===== config.mk =====
export PLATFORM = sky130hd
export DESIGN_NAME = spds_cell
export DESIGN_NICKNAME = d
export VERILOG_FILES = /design/src/spds_pkg.sv /design/src/spds_cell.sv
export SDC_FILE = /design/constraint.sdc
export NUM_CORES = 1
export LEC_CHECK = 0
export ABC_AREA = 0
export BUFFER_PORTS_ARGS = -buffer_cell sky130_fd_sc_hd__buf_2
export CAP_MARGIN = 20
export CORE_AREA = 4 4 41 43
export DETAILED_ROUTE_END_ITERATION = 16
export DIE_AREA = 0 0 45 47
export PLACE_DENSITY = 0.9
export REMOVE_ABC_BUFFERS = 1
export SLEW_MARGIN = 20
export SYNTH_ARGS = -nofsm -noshare
export SYNTH_HDL_FRONTEND = slang
export SYNTH_SLANG_ARGS = --single-unit

===== constraint.sdc =====
create_clock -name clock -period 3.8 [get_ports clock]
set_clock_uncertainty 0.05 [all_clocks]
set_input_delay 0.95 -clock clock [delete_from_list [all_inputs] [get_ports clock]]
set_output_delay 0.95 -clock clock [all_outputs]
set_load 0.05 [all_outputs]

===== src/spds_pkg.sv =====
`default_nettype none
package spds_pkg;

   // Store and query buffer sizes.
   localparam int STORE_BYTES = 4096;
   localparam int MAX_LEN     = 256;

   // Widths; the address, fill and length widths follow from the sizes above.
   localparam int ADDR_W  = $clog2(STORE_BYTES);
   localparam int FILL_W  = $clog2(STORE_BYTES + 1);
   localparam int LEN_W   = $clog2(MAX_LEN + 1);
   localparam int ID_W    = 12;
   localparam int TOTAL_W = 12;
   localparam int CHAR_W  = 8;

   localparam logic [CHAR_W-1:0] NUL_CHAR = '0;

   // Request actions.
   localparam logic ACT_ADD  = 1'b0;
   localparam logic ACT_FIND = 1'b1;

   // Result status codes.
   typedef enum logic [1:0] {
      STAT_FOUND    = 2'd0,
      STAT_APPENDED = 2'd1,
      STAT_FULL     = 2'd2,
      STAT_TOO_LONG = 2'd3
   } status_type;

   // Controller states.
   typedef enum logic [1:0] {
      ST_IDLE,
      ST_SCAN,
      ST_APPEND,
      ST_RESP
   } state_type;

   // Controls broadcast to every cell of the query chain.
   typedef struct packed {
      logic shift;
      logic clear;
      logic step;
   } cell_ctl_type;

endpackage
`default_nettype wire


===== src/spds_cell.sv =====
`default_nettype none
module spds_cell (
   input  wire logic                        clock,
   input  wire logic                        reset,
   input  wire spds_pkg::cell_ctl_type      ctl,
   input  wire logic                        load,
   input  wire logic [spds_pkg::CHAR_W-1:0] char_in,
   input  wire logic [spds_pkg::CHAR_W-1:0] shift_in,
   input  wire logic                        match_in,
   input  wire logic [spds_pkg::CHAR_W-1:0] text,
   input  wire logic                        is_last,
   output logic      [spds_pkg::CHAR_W-1:0] char_out,
   output logic                             match_out,
   output logic                             hit
);
   import spds_pkg::*;

   logic [CHAR_W-1:0] char_ff;
   logic              match_ff;

   // Query character: written when it arrives, shifted toward cell 0 on append.
   always_ff @(posedge clock) begin
      if (load) begin
         char_ff <= char_in;
      end else if (ctl.shift) begin
         char_ff <= shift_in;
      end
   end

   // The prefix up to this cell matched the store ending at the current byte.
   always_ff @(posedge clock) begin
      if (reset || ctl.clear) begin
         match_ff <= 1'b0;
      end else if (ctl.step) begin
         match_ff <= match_in && (text == char_ff);
      end
   end

   // The last query cell matched one byte ago and the store now shows the NUL.
   assign hit       = match_ff && is_last && (text == NUL_CHAR);
   assign char_out  = char_ff;
   assign match_out = match_ff;

endmodule
`default_nettype wire


=== Word level (Yosys, flattened, before mapping) ===
Index checks and enable logic that the tools add are counted.

* $add $sub $neg: 0
* $mul: 0
* Divide/modulo/power cells: 0
* Order comparisons: 0
* Eq/ne operators: 1
* Shifts and indexed selects: 0
* Mux-type cells: 2
* Bitwise gates (word level): 0
* Reduce and logical (&&, ||, !) cells: 6

{| class="wikitable"
|+ Operators with widths
! kind !! count
|-
| $mux 8 || 2
|-
| $eq 8x8->1 || 1
|-
| $logic_not 8->1 || 1
|-
| $logic_and 1x1->1 || 3
|-
| $reduce_bool 2->1 || 1
|-
| $logic_or 1x1->1 || 1
|}

* Flip-flop bits (word level): 9
* Latch bits: 0
* Memory bits (writable): 0
* ROM bits: 0
* Output and inout bits: 10
* Word-level logic and storage cells: 11
* Memories: 0

=== Longest topological paths before layout ===
Gate-level depths: netlist of the first run.

* Word-level depth: 2
* Mapped depth: 4
* Gate-level depth less buffers: 4

=== Worst setup path before layout of the first run ===
No wires, ideal clock.

* Kind: in2out
* Start point: input text[3] (netlist name)
* End point: output hit
* Data arrival time: 2,403 ps
* Slack: 397 ps
* Stages: 2
* Cell sequence: or4_4 -> nor4_2

* Longest elaborated chain between the ends: 2

{| class="wikitable"
|+ RTL lines
! element !! line !! text
|-
| start: declaration || spds_cell.sv:10 || <nowiki>input wire logic [spds_pkg::CHAR_W-1:0] text,</nowiki>
|-
| $logic_not 8->1 || spds_cell.sv:40 || <nowiki>assign hit = match_ff && is_last && (text == NUL_CHAR);</nowiki>
|-
| $logic_and 1x1->1 || spds_cell.sv:40 ||
|-
| end: declaration || spds_cell.sv:14 || <nowiki>output logic hit</nowiki>
|}

No other way between the ends.

=== Worst setup path after layout of the first run ===
Ends and elaborated chain as after synthesis.

==> flow_summary.toml, run 1 <==
[run_status]
status = "completed"

[finish]
final_cells = 97
area.growth.synth_to_final_pct = 48.76
antenna_cells = 0
postLayoutCellArea_um2 = 748.2
layout-drive-gt1-share_pct = 64.63
fill_cells = 113
most-common-layout-cells = "41 x buf_2, 8 x xnor2_1, 8 x edfxtp_1, 7 x mux2_2, 3 x clkbuf_4"
layout_commonest_cell = "buf_2"
nets = 115

[cts]
cts_hold_buf = 0
root_buffer = "clkbuf_4"
cts-resized-gates = 0
path_clk_slew_ps = 60
cts_tree = "done"
clockBufferDepth = 2
cts_buffers = 3
cts_max_level = 1
cts_sinks = 9
insertion_delay_ps = 250
cts_setup_buffers = 0

[pwr]
power.share.clock_pct = 25.4
p_switching_uw = 91.31
ir_drop_mv = 0.2066
pwr-share-comb_pct = 30.4
intPower_uw = 193.1
pwr-share-seq_pct = 44.2
swShare_pct = 32.10
powerDensity_mw_per_mm2 = 380.2
leakage_uw = 0.0003357

[synth]
postSynthCellCount = 38
async_flop_share_pct = 0
yosysUniqueCellTypes = 15
synth_seq_cells = 9
yosys_warnings = 0
ys_seq_area_share_pct = 51.74
synth_ff_type = "edfxtp_1"
syn_area_um2 = 503.0
synth_area_per_cell_um2 = 13.24
synth_edf_count = 8

[floorplanning]
fp.dieW_um = 45
num_io_pins = 42
rows = 13
start_util_pct = 38.65
dieArea_mm2 = 0.002115
die_h_um = 47
core_mm2 = 0.001301

[routing]
wl_per_cell_um = 12.12
drcViolationCount = 0
wl_um = 1176
drt_first_pass_iters = 2
viasPerCell = 4.557
ant_nets = 0
drtIter0Drc = 6
vias = 442

[global_route]
grt_max_degree = 10
overflow = 0
grt_pass1_wl_um = 1538
grt_pass1_vias = 398
antenna_found_initial = 0
track_usage_pct = 10.48

[timing]
timing.final.crit_share_pct = 81.48
max_slew_margin_pct = 77.25
fmax_mhz = 323.0
setup_viol = 0
hold_viol = 0
min_period_ps = 3096
setup_tns_ps = 0
tightest_slew_ps = 341.2
finalMaxSlewViolations = 0
rsz0062_at_grt = "no"

[critical_path]
crit_path_start_kind = "primary input"
worstPathArrival_ps = 2100
rrSetupSlack_ps = 2730
cp.required_ps = 2800
critPathCaptureType = "primary output"
path_max_fanout = 2
worst-setup-path-type = "in -> out"

[placement]
place_congestion = 0.6235
portBuffers = 41
place_hpwl_um = 1046
place_inst = 93
placed_cell_area_um2 = 721.9

[min_path]
holdCritPathClass = "reg -> reg"

[flow_run]
timing.max_cap.violations = 0
-- metal layers --
metal	global-route usage, %	routed length [um]	up-vias	share of wire, %
met5	0	0	-	0
met4	3.509	0	0	0
met3	3.448	135	0	11
met2	19.49	626	24	53
met1	11.08	414	189	35
li1	-	-	229	-
-- critical path: stages --
cell    delay (ps)
buf_2          110
or4_4          540
nor4_2         200
buf_2          300
-- power by group through the flow --
stage	Combinational, uW	Clock [uW]	Sequential [uW]
floorplan	21.8	0	162
global placement	84.8	0	128
detailed placement	86.8	0	128
CTS	87.2	74.3	126
global route	91.0	78.5	127
finish	86.5	72.3	126
-- layout make-up --
type | count | area [um^2] | share of cell area [%]
multi-input combinational | 27 | 234.0 | 31.27
tap | 15 | 18.77 | 2.508
clock buffer | 4 | 26.28 | 3.512
inverter | 1 | 3.754 | 0.5017
timing repair buffer | 41 | 205.2 | 27.42
sequential | 9 | 260.3 | 34.78
-- cell families after synthesis --
group | Yosys count | synth area share, %
simple gates | 10 | 12.93
flops | 9 | 51.74
xor+xnor | 8 | 13.93
mux | 8 | 17.91
buf+inv | 2 | 1.740
compound gates | 1 | 1.742
-- Yosys cell counts (2+ instances only) --
library cell / instances / share of area [%]
edfxtp_1: 8 / 48
mux2_2: 7 / 16
nand3_1: 2 / 2.0
nand4_1: 2 / 2.5
nor2_1: 2 / 1.5
xnor2_1: 8 / 14
-- path summary, 6_finish.rpt --
path	start	end	cells past startpoint
worst min register to register	match_out	match_out	1
worst max register to register	char_out[5]	match_out	4
worst max-delay path	text[3]	hit	4
worst min-delay path	match_out	match_out	1
-- through the flow --
stage	power (uW)	setup WS, ps	util, %	hold WS, ps
final	284.4	703.9	57.50	460.9
after global routing	296.5	686.5	57.50	486.8
after CTS	287.3	700.7	57.50	466.4
after detailed placement	214.7	700.7	55.48	457.0
after global placement	212.3	701.5	55.48	445.1
after floorplan	183.4	396.7	-	705.9
-- registers in the layout, summed over array words and instances, names as in the netlist --
register and count:
char_out 8, match_out 1
No activity file was read; power rests on OpenSTA's default activity.
==> run 2: changes to the inputs <==
Settings changed: CORE_AREA 4 4 41 43 to 4 4 45 47, DIE_AREA 0 0 45 47 to 0 0 49 51, PLACE_DENSITY 0.9 to 0.8.
Clock period 3.8 ns to 2.5 ns, I/O delays scaled along.
==> flow_summary.toml, run 2 (same netlist as run 1, synthesis figures left out) <==
[run_status]
status = "completed"

[global_route]
overflow = 0
antenna_found_initial = 0
grt_max_degree = 10
grt_pass1_wl_um = 1752
track_usage_pct = 9.052
grt_pass1_vias = 448

[timing]
setup_viol = 0
whs_ps = 446.1
min_period_ps = 2408
max_slew_margin_pct = 78.22
tightest_slew_ps = 326.6
timing.final.crit_share_pct = 96.32
final.setup.worst_slack_ps = 91.96
fmax_mhz = 415.3
hold_viol = 0
rsz0062_at_grt = "no"
finalMaxSlewViolations = 0

[cts]
root_buffer = "clkbuf_4"
cts_tree = "done"
path_clk_slew_ps = 60
cts_sinks = 9
clockBufferDepth = 2
cts_max_level = 1
cts_hold_buf = 0
insertion_delay_ps = 250
cts_buffers = 3

[critical_path]
crit_path_start_kind = "primary input"
critPathCaptureType = "primary output"
cp.required_ps = 1820
worstPathArrival_ps = 1730
worst-setup-path-type = "in -> out"
path_max_fanout = 2

[min_path]
holdCritPathClass = "reg -> reg"

[floorplanning]
rows = 15
die_h_um = 51
start_util_pct = 30.45
fp.dieW_um = 49
num_io_pins = 42
core_mm2 = 0.001652
dieArea_mm2 = 0.002499

[routing]
wl_um = 1153
drtIter0Drc = 3
ant_nets = 0
drt_first_pass_iters = 4
viasPerCell = 4.576
wl_per_cell_um = 11.65
vias = 453
drcViolationCount = 0

[pwr]
finalPower_uw = 426.6
powerDensity_mw_per_mm2 = 566.4
leakage_uw = 0.0003355
ir_drop_mv = 0.1912

[finish]
nets = 115
antenna_cells = 0
layout_commonest_cell = "buf_2"
most-common-layout-cells = "40 x buf_2, 8 x xnor2_1, 8 x edfxtp_1, 7 x mux2_2, 3 x clkbuf_4"
largest_register_ff_count = 8
area.growth.synth_to_final_pct = 49.75
postLayoutCellArea_um2 = 753.2
layout-drive-gt1-share_pct = 64.63

[placement]
portBuffers = 41
placed_cell_area_um2 = 724.4
place_ws_ps = 22.38
place_hpwl_um = 1047
place_congestion = 0.6866

[flow_run]
timing.max_cap.violations = 0
-- run 2: where the power goes --
part / switching [uW] / leakage (uW) / total (uW) / internal [uW]
clock: 44.6 / 0.0000150 / 106 / 61.1
sequential: 8.88 / 0.0000896 / 190 / 182
combinational: 79.9 / 0.000231 / 131 / 50.6
-- run 2: area by class of cell --
class,instances,area [um^2]
inverters,1,3.754
multi-input cells,27,234.0
well taps,17,21.27
repair buffers,41,207.7
flip-flops and latches,9,260.3
fillers,159,898.4
clock buffers,4,26.28
-- run 2: layer usage --
layer	vias to the layer above	GRT usage (%)	part of all wire, %
met1	191	7.194	32
li1	230	-	-
met3	2	4.956	16
met4	0	4.036	1.5
met5	-	0	0
met2	30	17.61	50
-- run 2: worst paths after layout --
check,cells past startpoint,slack [ps],from,to
worst max-delay path,4,90,text[3],hit
worst min-delay path,1,450,match_out,match_out
worst max register to register,4,1430,char_out[0],match_out
worst min register to register,1,450,match_out,match_out
-- run 2: timing repair --
| action | in CTS | in global routing |
|---|---|---|
| gates resized for setup | 0 | 2 |
| hold endpoints to repair | 0 | 0 |
| setup buffers | 0 | 0 |
| endpoints found under the setup margin | 0 | 1 |
-- run 2: metrics by stage --
step / utilization (%) / setup TNS (ps) / cells
floorplan: - / -253.3 / 37
CTS: 45.45 / 0 / 99
finish: 45.61 / 0 / 99
global placement: 43.86 / 0 / 95
global route: 45.61 / 0 / 99
detailed placement: 43.86 / 0 / 95
-- run 2: critical path: stages --
cell and delay (ps):
buf_2 110, or4_4 540, nor4_2 220, buf_4 240
==> run 3: changes to the inputs <==
Settings changed: BUFFER_PORTS_ARGS -buffer_cell sky130_fd_sc_hd__buf_2 to unset, CORE_AREA 4 4 45 47 to 4 4 41 43, DIE_AREA 0 0 49 51 to 0 0 45 47, DONT_BUFFER_PORTS set to 1, PLACE_DENSITY 0.8 to 0.65.
==> flow_summary.toml, run 3 (same netlist as run 1, synthesis figures left out) <==
[run_status]
status = "completed"

[routing]
drt_first_pass_iters = 1
drcViolationCount = 0
drtIter0Drc = 0
ant_nets = 0
wl_um = 1048
viasPerCell = 5.310
vias = 308
wl_per_cell_um = 18.07

[finish]
antenna_cells = 0
postLayoutCellArea_um2 = 558.0
nets = 76
layout-drive-gt1-share_pct = 32.56
fill_cells = 128
final_cells = 58
largest_register_ff_count = 8
area.growth.synth_to_final_pct = 10.95
most-common-layout-cells = "8 x xnor2_1, 8 x edfxtp_1, 7 x mux2_2, 3 x clkbuf_4"

[critical_path]
path_max_fanout = 2
cp.required_ps = 1820
critPathCaptureType = "primary output"
worst-setup-path-type = "in -> out"
worstPathArrival_ps = 1600
crit_path_start_kind = "primary input"

[timing]
rsz0062_at_grt = "no"
fmax_mhz = 440.5
timing.final.crit_share_pct = 90.81
min_period_ps = 2270
finalMaxSlewViolations = 0
tightest_slew_ps = 517.5
final.setup.worst_slack_ps = 229.8
setup_viol = 0
hold_viol = 0
max_slew_margin_pct = 65.50
whs_ps = 526.2

[floorplanning]
num_io_pins = 42
rows = 13
start_util_pct = 38.65
fp.dieW_um = 45
die_h_um = 47
core_mm2 = 0.001301
dieArea_mm2 = 0.002115

[cts]
cts_max_level = 1
cts_buffers = 3
root_buffer = "clkbuf_4"
cts-resized-gates = 0
cts_setup_buffers = 0
cts_sinks = 9
cts_hold_buf = 0
insertion_delay_ps = 250
cts_tree = "done"
path_clk_slew_ps = 60
clockBufferDepth = 2

[min_path]
holdCritPathClass = "in -> reg"

[global_route]
track_usage_pct = 11.22
grt_pass1_vias = 363
antenna_found_initial = 0
grt_max_degree = 10
grt_pass1_wl_um = 1587
overflow = 0

[pwr]
powerDensity_mw_per_mm2 = 699.3
finalPower_uw = 390.2
ir_drop_mv = 0.4027
leakage_uw = 0.0001820

[placement]
place_inst = 54
place_congestion = 0.7372
portBuffers = 0
place_ws_ps = 230.3
placed_cell_area_um2 = 531.8

[flow_run]
timing.max_cap.violations = 0
-- run 3: cell types whose count changed in the layout (fill, tap and decap cells not counted) --
cell / previous run / this run
buf_4: 1 / 2
buf_2: 40 / 0
-- run 3: worst max-delay path, cell delays in order --
cell and delay [ps]:
or4_4 510, nor4_2 220, buf_4 240
-- run 3: stage by stage --
stage               util, %  TNS [ps]
global route          42.88         0
CTS                   42.88         0
floorplan                 -    -253.3
detailed placement    40.87         0
global placement      40.87         0
finish                42.88         0
-- run 3: worst paths after layout --
kind                  to  slack, ps  cells past startpoint         from
min          char_out[5]        530                      1  shift_in[5]
max reg2reg    match_out       1090                      4  char_out[7]
min reg2reg    match_out        700                      2    match_out
max                  hit        230                      3      text[3]
-- run 3: layer usage --
metal  vias to the layer above  wire length [um]  track usage (%)
met3                         2               179            6.513
met1                       126               322            9.716
met4                         0                19            7.018
met2                        30               527            19.77
met5                         -                 0                0
li1                        150                 -                -
-- run 3: cell type report --
type	count	area, um^2	share of cell area, %
clock buffers	4	26.28	4.709
inverters	1	3.754	0.6726
multi-input cells	27	234.0	41.93
flip-flops and latches	9	260.3	46.64
well taps	15	18.77	3.363
repair buffers	2	15.01	2.691
-- run 3: power by group --
group	internal (uW)	leakage, uW	switching [uW]
logic	24.6	0.0000774	12.1
clock network	61.2	0.0000150	46.7
registers	182	0.0000896	63.1
